--- src/design/pfa_pkg.sv ---
// pfa_pkg: shared types, codes and constants of the partition fit allocator
// used by pfa_ctrl, pfa_datapath and partition_fit_allocator_top; no dependencies
package pfa_pkg;

   // default number of partitions held
   localparam int NUM_BLOCKS_DEF = 64;

   // field widths
   localparam int SLOT_W  = 6;
   localparam int SIZE_W  = 16;
   localparam int FREE_W  = 22;
   localparam int MODE_W  = 2;
   localparam int COUNT_W = 7;
   localparam int CSR_W   = 7;

   // saturation value of the free total
   localparam logic [FREE_W-1:0] FREE_MAX = {FREE_W{1'b1}};

   // item opcodes
   localparam logic OP_LOAD  = 1'b0;
   localparam logic OP_ALLOC = 1'b1;

   // placement policies
   localparam logic [MODE_W-1:0] FIT_FIRST = 2'd0;
   localparam logic [MODE_W-1:0] FIT_BEST  = 2'd1;
   localparam logic [MODE_W-1:0] FIT_WORST = 2'd2;

   // register indexes
   localparam logic CSR_FIT_MODE    = 1'b0;
   localparam logic CSR_BLOCK_COUNT = 1'b1;

   typedef struct packed {
      logic              op;
      logic [SLOT_W-1:0] block_slot;
      logic [SIZE_W-1:0] size_value;
   } req_type;

   typedef struct packed {
      logic              granted;
      logic [SLOT_W-1:0] chosen_block;
      logic [FREE_W-1:0] free_space;
   } rsp_type;

   typedef enum logic [2:0] {
      ST_IDLE,
      ST_LOAD,
      ST_SCAN,
      ST_COMMIT,
      ST_FINISH
   } state_type;

   // commands from controller to datapath
   typedef struct packed {
      logic capture;
      logic load_write;
      logic scan_step;
      logic commit;
      logic rsp_load;
   } ctl_cmd_type;

   // status from datapath to controller
   typedef struct packed {
      logic in_alloc;
      logic scan_done;
      logic rsp_free;
   } ctl_status_type;

endpackage

--- src/design/pfa_ctrl.sv ---
// pfa_ctrl: sequencing state machine of the partition fit allocator
// depends on pfa_pkg; drives pfa_datapath through command and status structs
module pfa_ctrl (
   input  logic                    clock,
   input  logic                    reset,
   input  logic                    req_valid,
   output logic                    req_ready,
   input  pfa_pkg::ctl_status_type status,
   output pfa_pkg::ctl_cmd_type    cmd
);

   pfa_pkg::state_type state_ff, state_in;

   // state register
   always_ff @(posedge clock) begin
      if (reset) begin
         state_ff <= pfa_pkg::ST_IDLE;
      end else begin
         state_ff <= state_in;
      end
   end

   // next state
   always_comb begin
      state_in = state_ff;
      case (state_ff)
         pfa_pkg::ST_IDLE: begin
            if (req_valid) begin
               state_in = status.in_alloc ? pfa_pkg::ST_SCAN : pfa_pkg::ST_LOAD;
            end
         end
         pfa_pkg::ST_LOAD: begin
            state_in = pfa_pkg::ST_FINISH;
         end
         pfa_pkg::ST_SCAN: begin
            if (status.scan_done) begin
               state_in = pfa_pkg::ST_COMMIT;
            end
         end
         pfa_pkg::ST_COMMIT: begin
            state_in = pfa_pkg::ST_FINISH;
         end
         pfa_pkg::ST_FINISH: begin
            if (status.rsp_free) begin
               state_in = pfa_pkg::ST_IDLE;
            end
         end
         default: begin
            state_in = pfa_pkg::ST_IDLE;
         end
      endcase
   end

   // outputs
   always_comb begin
      cmd       = '0;
      req_ready = 1'b0;
      case (state_ff)
         pfa_pkg::ST_IDLE: begin
            req_ready   = 1'b1;
            cmd.capture = req_valid;
         end
         pfa_pkg::ST_LOAD: begin
            cmd.load_write = 1'b1;
         end
         pfa_pkg::ST_SCAN: begin
            cmd.scan_step = 1'b1;
         end
         pfa_pkg::ST_COMMIT: begin
            cmd.commit = 1'b1;
         end
         pfa_pkg::ST_FINISH: begin
            cmd.rsp_load = status.rsp_free;
         end
         default: begin
            cmd = '0;
         end
      endcase
   end

endmodule

--- src/design/pfa_datapath.sv ---
// pfa_datapath: size memory, taken marks, free total, scan unit and result register
// depends on pfa_pkg; commanded by pfa_ctrl
module pfa_datapath #(
   parameter int NUM_BLOCKS = pfa_pkg::NUM_BLOCKS_DEF
) (
   input  logic                           clock,
   input  logic                           reset,
   input  pfa_pkg::req_type               req_data,
   output logic                           rsp_valid,
   input  logic                           rsp_ready,
   output pfa_pkg::rsp_type               rsp_data,
   input  logic                           csr_write_en,
   input  logic                           csr_index,
   input  logic [pfa_pkg::CSR_W-1:0]      csr_wdata,
   input  pfa_pkg::ctl_cmd_type           cmd,
   output pfa_pkg::ctl_status_type        status
);

   localparam int IDX_W = (NUM_BLOCKS > 1) ? $clog2(NUM_BLOCKS) : 1;
   localparam int CNT_W = $clog2(NUM_BLOCKS + 1);
   localparam int LIM_W = (CNT_W > pfa_pkg::COUNT_W) ? CNT_W : pfa_pkg::COUNT_W;

   // configuration registers
   logic [pfa_pkg::MODE_W-1:0]  fit_mode_ff;
   logic [pfa_pkg::COUNT_W-1:0] block_count_ff;

   always_ff @(posedge clock) begin
      if (reset) begin
         fit_mode_ff    <= pfa_pkg::FIT_FIRST;
         block_count_ff <= '0;
      end else if (csr_write_en) begin
         case (csr_index)
            pfa_pkg::CSR_FIT_MODE:    fit_mode_ff    <= csr_wdata[pfa_pkg::MODE_W-1:0];
            pfa_pkg::CSR_BLOCK_COUNT: block_count_ff <= csr_wdata[pfa_pkg::COUNT_W-1:0];
            default:                  fit_mode_ff    <= fit_mode_ff;
         endcase
      end
   end

   // captured item
   pfa_pkg::req_type item_ff;

   always_ff @(posedge clock) begin
      if (cmd.capture) begin
         item_ff <= req_data;
      end
   end

   // scan limit is the smaller of block_count and the table depth
   logic [LIM_W-1:0] count_ext;
   logic [LIM_W-1:0] depth_ext;
   logic [CNT_W-1:0] limit;

   assign count_ext = LIM_W'(block_count_ff);
   assign depth_ext = LIM_W'(NUM_BLOCKS);
   assign limit     = CNT_W'((count_ext > depth_ext) ? depth_ext : count_ext);

   // load write address and range check
   logic             slot_ok;
   logic [IDX_W-1:0] wr_idx;

   assign slot_ok = (32'(item_ff.block_slot) < 32'(NUM_BLOCKS));
   assign wr_idx  = IDX_W'(item_ff.block_slot);

   // scan read issue
   logic [CNT_W-1:0] rd_cnt_ff;
   logic             issue;

   assign issue = cmd.scan_step && (rd_cnt_ff < limit);

   // size memory with registered read
   logic [pfa_pkg::SIZE_W-1:0] size_mem [NUM_BLOCKS];
   logic [pfa_pkg::SIZE_W-1:0] rd_size_ff;

   always_ff @(posedge clock) begin
      if (cmd.load_write && slot_ok) begin
         size_mem[wr_idx] <= item_ff.size_value;
      end
      if (issue) begin
         rd_size_ff <= size_mem[rd_cnt_ff[IDX_W-1:0]];
      end
   end

   // taken marks, read alongside the size
   logic [NUM_BLOCKS-1:0] taken_ff;
   logic                  rd_taken_ff;
   logic [IDX_W-1:0]      best_idx_ff;
   logic                  found_ff;

   always_ff @(posedge clock) begin
      if (reset) begin
         taken_ff <= '0;
      end else if (cmd.load_write && slot_ok) begin
         taken_ff[wr_idx] <= 1'b0;
      end else if (cmd.commit && found_ff) begin
         taken_ff[best_idx_ff] <= 1'b1;
      end
   end

   always_ff @(posedge clock) begin
      if (issue) begin
         rd_taken_ff <= taken_ff[rd_cnt_ff[IDX_W-1:0]];
      end
   end

   // scan pipeline control
   logic             cmp_vld_ff;
   logic [IDX_W-1:0] cmp_idx_ff;

   always_ff @(posedge clock) begin
      if (reset) begin
         cmp_vld_ff <= 1'b0;
      end else begin
         cmp_vld_ff <= issue;
      end
   end

   always_ff @(posedge clock) begin
      if (cmd.capture) begin
         rd_cnt_ff <= '0;
      end else if (issue) begin
         rd_cnt_ff <= rd_cnt_ff + 1'b1;
      end
      if (issue) begin
         cmp_idx_ff <= rd_cnt_ff[IDX_W-1:0];
      end
   end

   // compare stage: candidate check and policy
   logic [pfa_pkg::SIZE_W-1:0] best_size_ff;
   logic                       fits;
   logic                       better;
   logic                       take;

   assign fits = cmp_vld_ff && !rd_taken_ff && (rd_size_ff >= item_ff.size_value);

   always_comb begin
      case (fit_mode_ff)
         pfa_pkg::FIT_BEST:  better = (rd_size_ff < best_size_ff);
         pfa_pkg::FIT_WORST: better = (rd_size_ff > best_size_ff);
         default:            better = 1'b0;
      endcase
   end

   assign take = fits && (!found_ff || better);

   always_ff @(posedge clock) begin
      if (cmd.capture) begin
         found_ff <= 1'b0;
      end else if (take) begin
         found_ff     <= 1'b1;
         best_idx_ff  <= cmp_idx_ff;
         best_size_ff <= rd_size_ff;
      end
   end

   // free total: saturating add on load, floored subtract on grant
   logic [pfa_pkg::FREE_W-1:0] free_total_ff;
   logic [pfa_pkg::FREE_W:0]   free_sum;
   logic [pfa_pkg::FREE_W-1:0] req_ext;

   assign free_sum = {1'b0, free_total_ff} + (pfa_pkg::FREE_W + 1)'(item_ff.size_value);
   assign req_ext  = pfa_pkg::FREE_W'(item_ff.size_value);

   always_ff @(posedge clock) begin
      if (reset) begin
         free_total_ff <= '0;
      end else if (cmd.load_write && slot_ok) begin
         free_total_ff <= free_sum[pfa_pkg::FREE_W] ? pfa_pkg::FREE_MAX
                                                    : free_sum[pfa_pkg::FREE_W-1:0];
      end else if (cmd.commit && found_ff) begin
         free_total_ff <= (free_total_ff >= req_ext) ? (free_total_ff - req_ext) : '0;
      end
   end

   // result register
   pfa_pkg::rsp_type rsp_ff;
   logic             rsp_valid_ff;
   logic             grant;

   assign grant = (item_ff.op == pfa_pkg::OP_ALLOC) && found_ff;

   always_ff @(posedge clock) begin
      if (reset) begin
         rsp_valid_ff <= 1'b0;
      end else if (cmd.rsp_load) begin
         rsp_valid_ff <= 1'b1;
      end else if (rsp_ready) begin
         rsp_valid_ff <= 1'b0;
      end
   end

   always_ff @(posedge clock) begin
      if (cmd.rsp_load) begin
         rsp_ff.granted      <= grant;
         rsp_ff.chosen_block <= grant ? pfa_pkg::SLOT_W'(best_idx_ff) : '0;
         rsp_ff.free_space   <= free_total_ff;
      end
   end

   assign rsp_valid = rsp_valid_ff;
   assign rsp_data  = rsp_ff;

   // status to controller
   assign status.in_alloc  = (req_data.op == pfa_pkg::OP_ALLOC);
   assign status.scan_done = !issue && !cmp_vld_ff;
   assign status.rsp_free  = !rsp_valid_ff || rsp_ready;

endmodule

--- src/design/partition_fit_allocator_top.sv ---
// partition_fit_allocator_top: top level of the fixed-partition fit allocator
// depends on pfa_pkg, pfa_ctrl and pfa_datapath
//
// Usage: items arrive on the req_ channel (valid/ready) as a load (op 0:
// write a partition size, clear its taken mark, add to the free total) or an
// allocate (op 1: request a size). Each item gives one result on the rsp_
// channel: grant flag, chosen partition and free total after the item.
// fit_mode and block_count are set on the csr_ write port while idle.
// A load is written in the load step, then its result is registered in the
// finish step. An allocate scans min(block_count, NUM_BLOCKS) partitions:
// the scan reads the size memory one partition per cycle through its single
// registered read port, then the commit step marks the choice taken. One item
// is in work at a time; req_ready is high only between items, so a new item
// is taken only after the last one has left the finish step.
// Reset (synchronous, active high) clears all taken marks, the free total
// and both registers; partition sizes are undefined until loaded.
// A stalled receiver: the result waits in the output register while the
// next item is taken and worked; that item's result holds in the finish
// step until the output register is free.
module partition_fit_allocator_top #(
   parameter int NUM_BLOCKS = pfa_pkg::NUM_BLOCKS_DEF
) (
   input  logic                      clock,
   input  logic                      reset,
   input  logic                      req_valid,
   output logic                      req_ready,
   input  pfa_pkg::req_type          req_data,
   output logic                      rsp_valid,
   input  logic                      rsp_ready,
   output pfa_pkg::rsp_type          rsp_data,
   input  logic                      csr_write_en,
   input  logic                      csr_index,
   input  logic [pfa_pkg::CSR_W-1:0] csr_wdata
);

   pfa_pkg::ctl_cmd_type    cmd;
   pfa_pkg::ctl_status_type status;

   // sequencer
   pfa_ctrl u_ctrl (
      .clock     (clock),
      .reset     (reset),
      .req_valid (req_valid),
      .req_ready (req_ready),
      .status    (status),
      .cmd       (cmd)
   );

   // storage, scan and result
   pfa_datapath #(
      .NUM_BLOCKS (NUM_BLOCKS)
   ) u_datapath (
      .clock        (clock),
      .reset        (reset),
      .req_data     (req_data),
      .rsp_valid    (rsp_valid),
      .rsp_ready    (rsp_ready),
      .rsp_data     (rsp_data),
      .csr_write_en (csr_write_en),
      .csr_index    (csr_index),
      .csr_wdata    (csr_wdata),
      .cmd          (cmd),
      .status       (status)
   );

endmodule
--- config.mk ---
export PLATFORM = sky130hd
export DESIGN_NAME = partition_fit_allocator_top
export DESIGN_NICKNAME = d
export VERILOG_FILES = /design/src/design/pfa_pkg.sv /design/src/design/pfa_ctrl.sv /design/src/design/pfa_datapath.sv /design/src/design/partition_fit_allocator_top.sv
export SDC_FILE = /design/constraint.sdc
export NUM_CORES = 2
export LEC_CHECK = 0
export ABC_AREA = 0
export BUFFER_PORTS_ARGS = -buffer_cell sky130_fd_sc_hd__buf_2
export CORE_UTILIZATION = 63
export DETAILED_ROUTE_END_ITERATION = 8
export GPL_ROUTABILITY_DRIVEN = 0
export HOLD_SLACK_MARGIN = 0.02
export PLACE_DENSITY = 0.8
export SYNTH_ARGS = -nofsm -noshare
export SYNTH_HDL_FRONTEND = slang
export SYNTH_SLANG_ARGS = --single-unit
--- constraint.sdc ---
create_clock -name clock -period 10.9 [get_ports clock]
set_clock_uncertainty 0.2 [all_clocks]
set_input_delay 0.545 -clock clock [delete_from_list [all_inputs] [get_ports clock]]
set_output_delay 0.545 -clock clock [all_outputs]
set_load 0.01 [all_outputs]
## Word-level counts from Yosys, hierarchy flattened

Memories as Yosys holds them, arrays and structs flattened. A register that Yosys moved wholly into a read port is not among the register bits.
Index checks and enable logic that the tools add are counted.

- Register bits: 189
- RAM bits: 1,024
- Input port bits: 36
- Output and inout port bits: 31
- Word-level logic and storage cells: 101
- Memories: 1

Memories:

| name | words | width | rd ports | clocked after Yosys merged registers in | wr ports | line | text |
|---|---|---|---|---|---|---|---|
| u_datapath.size_mem | 64 | 16 | 1 | 1 | 1 | pfa_datapath.sv:72 | `logic [pfa_pkg::SIZE_W-1:0] size_mem [NUM_BLOCKS];` |

- Add/subtract/negate cells: 3
- Order comparisons: 11
- Eq/ne operators: 9
- Mux-type cells: 29
- Bitwise operators: 5
- Reductions and logical operators: 24

Operators by type and width:

| cell | number |
|---|---|
| two-way mux 64 bit | 2 |
| two-way mux 22 bit | 4 |
| bitwise AND 64 bit | 1 |
| inverter 64 bit | 1 |
| OR 64 bit | 1 |
| adder 22 x 16 -> 23 bit | 1 |
| >= comparator 22 x 16 -> 1 bit | 1 |
| subtractor 22 x 16 -> 22 bit | 1 |
| less-than comparator 6 x 7 -> 1 bit (second input constant) | 3 |
| >= comparator 16 bit | 1 |
| > comparator 16 bit | 1 |
| less-than comparator 16 bit | 1 |
| two-way mux 1 bit | 13 |
| demux 1 bit (select 6 bit) | 2 |
| >= comparator 6 x 1 -> 1 bit (second input constant) | 2 |
| case mux 3 bit (4 select lines) | 1 |
| logical AND 1 bit | 9 |
| two-way mux 3 bit | 3 |
| adder 7 x 1 -> 7 bit (second input constant) | 1 |
| > comparator 7 bit (second input constant) | 1 |
| less-than comparator 7 bit | 1 |
| two-way mux 7 bit | 1 |
| binary-select mux 1 bit (select 6 bit) | 1 |
| == test 3 x 2 -> 1 bit (second input constant) | 2 |
| other kinds (16) | 26 |

## Logic depth before layout (Yosys ltp)

- Depth after elaboration: 8
- Mapped depth: 13
- Depth with buffers taken out: 12

## Modules after synthesis

From an unflattened synthesis, not the netlist that was laid out.

- Cells, all modules: 2,596
- Area, all modules: 49,722.7 µm²

Modules (own cells, without submodules):

| module | times used | cells each | area each (µm²) | seq. area each (µm²) |
|---|---|---|---|---|
| pfa_datapath | 1 | 2,570 | 49,516.2 | 35,764.3 |
| pfa_ctrl | 1 | 26 | 206.4 | 60.1 |

## Worst setup path after synthesis

Ideal clock, no wire load.

- Path type: flip-flop to flip-flop
- Start: reg u_datapath.item_ff[1] (netlist bit)
- End: reg u_datapath.free_total_ff[20] (netlist bit)
- Setup time: 0.081 ns
- Arrival time: 3.490 ns
- Data required time: 10.619 ns
- Slack: 7.129 ns
- Stages on the path, launching flop included: 11
- Path buffers: 0
- Period minus slack after synthesis: 3.771 ns
- Cells stage by stage: edfxtp_1 inv_1 fa_1 nor3_1 o31ai_1 and3_1 o21ai_2 a211oi_2 or2_1 or4_1 a41oi_1

- Cells in the longest elaborated chain, start to end: 4
- Elaborated cells on any way between the ends: 7
- Classes of those cells: add/sub: 2; order compare: 1; mux: 4

Ends and longest elaborated chain:

| item | line | text |
|---|---|---|
| start: declaration | pfa_datapath.sv:41 | `pfa_pkg::req_type item_ff;` |
| start signal: assignment | pfa_datapath.sv:45 | `item_ff <= req_data;` |
| subtractor 22 x 16 -> 22 bit / >= comparator 22 x 16 -> 1 bit (equally long branches) | pfa_datapath.sv:172 | `free_total_ff <= (free_total_ff >= req_ext) ? (free_total_ff - req_ext) : '0;` |
| two-way mux 22 bit | pfa_datapath.sv:172 |  |
| two-way mux 22 bit | pfa_datapath.sv:171 | `end else if (cmd.commit && found_ff) begin` |
| two-way mux 22 bit (*) | pfa_datapath.sv:168 | `end else if (cmd.load_write && slot_ok) begin` |
| end signal: assignment | pfa_datapath.sv:169 | `free_total_ff <= free_sum[pfa_pkg::FREE_W] ? pfa_pkg::FREE_MAX` |
| end signal: assignment | pfa_datapath.sv:172 |  |
| end: declaration | pfa_datapath.sv:158 | `logic [pfa_pkg::FREE_W-1:0] free_total_ff;` |

Mark *: on every way between the ends. The rest lies on a longest branch, timed or not. The select of a mux whose other input is x is not followed.
A chain may end at the register's enable or synchronous reset.

## Worst setup path after layout

- Start: reg u_datapath.rd_cnt_ff[0]
- End: reg u_datapath.rd_size_ff[9] (netlist bit), read port of u_datapath.size_mem, data pin

- Cells in the longest elaborated chain, start to end: 2

Ends and longest elaborated chain:

| item | line | text |
|---|---|---|
| start: declaration | pfa_datapath.sv:66 | `logic [CNT_W-1:0] rd_cnt_ff;` |
| start signal: assignment | pfa_datapath.sv:122 | `rd_cnt_ff <= rd_cnt_ff + 1'b1;` |
| less-than comparator 7 bit | pfa_datapath.sv:69 | `assign issue = cmd.scan_step && (rd_cnt_ff < limit);` |
| logical AND 1 bit | pfa_datapath.sv:69 |  |
| end: declaration | pfa_datapath.sv:73 | `logic [pfa_pkg::SIZE_W-1:0] rd_size_ff;` |

Parallel ways exist; a longest one is shown, timed or not.

==> Flow_metrics.wiki <==
{| class="wikitable"
! Metric !! Value
|-
| IR drop worst, VDD || 0.000165 V
|-
| Most Frequent Cell on Critical Path || sky130_fd_sc_hd__mux4_2
|-
| CP max-delay cell || sky130_fd_sc_hd__buf_4
|-
| Netlist area before placement || 49700 sq um
|-
| Worst stage delay on the critical path || 940 ps
|-
| Maximum clock insertion buffer count || 3
|-
| CP required || 11120 ps
|-
| Total negative setup slack || 0 ps
|-
| Instance area at placement || 51400 sq um
|-
| # Max-Cap Violations || 0
|-
| CP max FO || 113
|-
| First DRT Iteration DRCs || 4918
|-
| Starting utilization of the core area || 0.639
|-
| Number of vias per cell after detailed routing || 7.32
|-
| Vias post-DR || 28600
|-
| Overflow left after global routing || 0
|-
| Clk Tree Root Cell || sky130_fd_sc_hd__clkbuf_16
|-
| Placeable core area || 77700 sq um
|-
| Top-level port count || 67
|-
| Pin count of the biggest net entering global routing || 170
|-
| Register cell area after layout || 35800 sq um
|-
| PD cells || 183 nW/um^2
|-
| Die Span X || 283 um
|-
| Proportion of layout cells with a drive suffix above 1 || 0.247
|-
| Overall Power || 10.2 mW
|-
| Area contributors post-synth || sky130_fd_sc_hd__edfxtp_1 68%, sky130_fd_sc_hd__mux4_2 16%, sky130_fd_sc_hd__dfxtp_1 4.4%
|-
| Status || finished clean
|-
| Fraction of registers with async set/reset || 0
|-
| Multi-input gate area || 13000 sq um
|-
| Portion of synthesized cell area occupied by the leading cell type || 0.678
|-
| Net Count, Synth || 2708
|-
| Syn-to-layout area delta || 12.0%
|-
| Leak || 17.6 nW
|-
| Total Nets Final || 2874
|-
| Height of the chip || 283 um
|-
| Total Wirelength || 143 mm
|-
| Worst max-slew margin expressed relative to the limit || 0.112
|-
| Mean Syn Cell Area || 19.1 sq um
|-
| Post-Synthesis Cells || 2597
|-
| Finished layout cell area || 55600 sq um
|-
| Clock period minus final worst setup slack || 4760 ps
|-
| Kind of launch point of the worst setup path || flip-flop
|-
| Type of the worst setup path || reg -> reg
|-
| Measured slew at the worst slew-check pin || 1330 ps
|-
| Most used DFF post-synth || sky130_fd_sc_hd__edfxtp_1
|-
| Detailed placement HPWL || 72.8 mm
|-
| Via count of the first global-routing pass || 28500
|-
| Count of endpoints failing hold in the final timing report || 0
|-
| Antenna violations before repair || 4
|-
| Part of the Yosys area used for sequential elements || 0.721
|-
| Number of I/O port buffers || 66
|-
| Crit. End Element || flip-flop
|-
| Sinks on the clock net || 1229
|-
| Clock latency on the worst-skew pair || 710 ps
|-
| Post-CTS Setup Inserts || 0
|-
| First-pass iteration count of the detailed router || 8
|-
| Number of library cell types mapped by synthesis || 74
|-
| Cell type group with the largest total delay on the critical path || multiplexers
|-
| Most area-hungry cell type in the Yosys netlist || sky130_fd_sc_hd__edfxtp_1
|-
| Class of the most critical hold timing path || in -> reg
|-
| H-tree depth || 3
|-
| Fraction of the cycle the final worst path needs || 0.436
|-
| Number of enable-type register cells in the synthesized netlist || 1121
|-
| Fmax achieved || 0.210 GHz
|-
| Setup repair after global routing missed its margin || no
|-
| Max-slew violations || 0
|-
| Yosys warns || 0
|-
| Clock-pin slew on the worst setup and hold paths || 70 ps
|-
| Ordered cell list for the critical path || buf_12 -> buf_4 -> mux4_2 -> mux4_2 -> mux4_2
|-
| Count of unresolved DRC violations after routing || 0
|-
| Number of resized instances in the post-cts repair step || 0
|-
| Synthesized flop and latch total || 1229
|-
| Remaining antenna violation count after routing || 0
|-
| Std-Cell Rows || 102
|-
| CTS Buf Count || 116
|-
| Average wire per standard cell || 36.7 um
|-
| Setup Viol. Count Final || 0
|-
| Floorplan die area || 80000 sq um
|-
| First-pass GRT wire length || 202 mm
|-
| Aggregate global-route resource usage || 0.367
|-
| Data arrival time of the worst path || 4980 ps
|-
| Critical path buffers and inverters || 2
|-
| Number of inserted filler cells in the final layout || 4214
|-
| TritonCTS clock tree || built
|}
==> stage by stage <==
step	utilization	worst slack, ps	instances	hold slack [ps]
floorplan	-	7130	2597	200
global placement	0.662	6160	3650	202
detailed placement	0.662	6120	3650	205
CTS	0.715	6030	3903	63.7
global route	0.715	5820	3903	72.8
finish	0.716	6140	3906	104
==> routing by layer <==
metal,up-vias,GRT usage,wire (um)
met5,-,0,24
met1,14500,0.475,47800
met4,4,0.214,9920
met2,2634,0.572,67200
met3,575,0.0928,18300
li1,10900,-,-
==> synthesized netlist by cell type (21+ instances only) <==
| library cell | instances |
|---|---|
| sky130_fd_sc_hd__a21o_1 | 22 |
| sky130_fd_sc_hd__nand2_1 | 113 |
| sky130_fd_sc_hd__ha_1 | 73 |
| sky130_fd_sc_hd__o21ai_0 | 80 |
| sky130_fd_sc_hd__clkbuf_1 | 88 |
| sky130_fd_sc_hd__nand3_1 | 29 |
| sky130_fd_sc_hd__dfxtp_1 | 108 |
| sky130_fd_sc_hd__buf_1 | 21 |
| sky130_fd_sc_hd__edfxtp_1 | 1121 |
| sky130_fd_sc_hd__a21oi_1 | 132 |
| sky130_fd_sc_hd__inv_1 | 60 |
| sky130_fd_sc_hd__buf_2 | 30 |
| sky130_fd_sc_hd__mux4_2 | 357 |
| sky130_fd_sc_hd__nor2_1 | 120 |
==> layout make-up <==
cell class / instances / share of cell area
antenna: 3 / 0.000135
clock buffer: 150 / 0.0565
clock inverter: 68 / 0.0120
inverter: 60 / 0.00405
multi-input combinational: 1158 / 0.234
sequential: 1229 / 0.644
tap: 1040 / 0.0234
timing repair buffer: 198 / 0.0258
==> cells in the final DEF, fill, tap and decap left out, types with 14 or more instances in the layout <==
| cell type | instances |
|---|---|
| sky130_fd_sc_hd__edfxtp_1 | 1121 |
| sky130_fd_sc_hd__mux4_2 | 357 |
| sky130_fd_sc_hd__a21oi_1 | 132 |
| sky130_fd_sc_hd__clkbuf_16 | 118 |
| sky130_fd_sc_hd__nor2_1 | 117 |
| sky130_fd_sc_hd__nand2_1 | 113 |
| sky130_fd_sc_hd__dfxtp_1 | 103 |
| sky130_fd_sc_hd__buf_4 | 95 |
| sky130_fd_sc_hd__o21ai_0 | 80 |
| sky130_fd_sc_hd__ha_1 | 73 |
| sky130_fd_sc_hd__buf_2 | 66 |
| sky130_fd_sc_hd__inv_1 | 60 |
| sky130_fd_sc_hd__dlygate4sd3_1 | 35 |
| sky130_fd_sc_hd__nand3_1 | 29 |
| sky130_fd_sc_hd__clkbuf_1 | 25 |
| sky130_fd_sc_hd__clkinv_1 | 25 |
| sky130_fd_sc_hd__a21o_1 | 22 |
| sky130_fd_sc_hd__clkinv_2 | 20 |
| sky130_fd_sc_hd__xnor2_1 | 17 |
| sky130_fd_sc_hd__and3_1 | 15 |
| sky130_fd_sc_hd__nor2b_1 | 14 |
| sky130_fd_sc_hd__nor3_1 | 14 |
| sky130_fd_sc_hd__nand2b_1 | 14 |
==> sequential cells by signal (all words and copies together) (netlist names), 7 cells and up <==
| signal | flops |
|---|---|
| u_datapath.rsp_data | 29 |
| u_datapath.block_count_ff | 7 |
| u_datapath.rd_cnt_ff | 7 |
| u_datapath.best_size_ff | 16 |
| u_datapath.taken_ff | 64 |
| u_datapath.rd_size_ff | 16 |
| u_datapath.item_ff | 17 |
| u_datapath.size_mem | 1024 |
| u_datapath.free_total_ff | 22 |
==> power breakdown <==
group	switching (mW)	total, mW	internal [mW]	leakage (nW)
Combinational	0.473	0.817	0.344	4.80
Sequential	0.0434	5.25	5.21	11.0
Clock	1.79	4.11	2.32	1.86
==> worst min-delay path: stages <==
cell                      delay [ps]
sky130_fd_sc_hd__buf_2           180
sky130_fd_sc_hd__nand3_1         150
sky130_fd_sc_hd__a21oi_1          70
==> cell families (layout without fill, tap and decap cells) <==
kind of cell | after synthesis | in the layout | synth area share
compound gates | 318 | 318 | 0.0387
buf+inv | 210 | 476 | 0.0177
mux | 364 | 364 | 0.163
other cells | 0 | 3 | 0
flops | 1229 | 1229 | 0.721
fa+ha+maj | 75 | 75 | 0.0192
xor+xnor | 27 | 27 | 0.00476
simple gates | 374 | 374 | 0.0350
==> worst paths after layout <==
kind                                              from                                        end  slack [ps]  cells past startpoint
hold / removal                               csr_index  u_datapath.block_count_ff[0]$_SDFFE_PP0P_         100                      3
setup / recovery  u_datapath.rd_cnt_ff[0]$_SDFFE_PP0P_         u_datapath.rd_size_ff[9]$_DFFE_PP_        6140                      5
hold reg to reg     u_datapath.cmp_idx_ff[2]$_DFFE_PP_        u_datapath.best_idx_ff[2]$_DFFE_PP_         220                      0
setup reg to reg  u_datapath.rd_cnt_ff[0]$_SDFFE_PP0P_         u_datapath.rd_size_ff[9]$_DFFE_PP_        6140                      5
==> what timing repair did <==
action	4_1_cts	5_1_grt
hold buffers	35	0
setup endpoints to repair	0	0
endpoints found under the hold margin	35	0
Power figures use the tool's default switching activity.
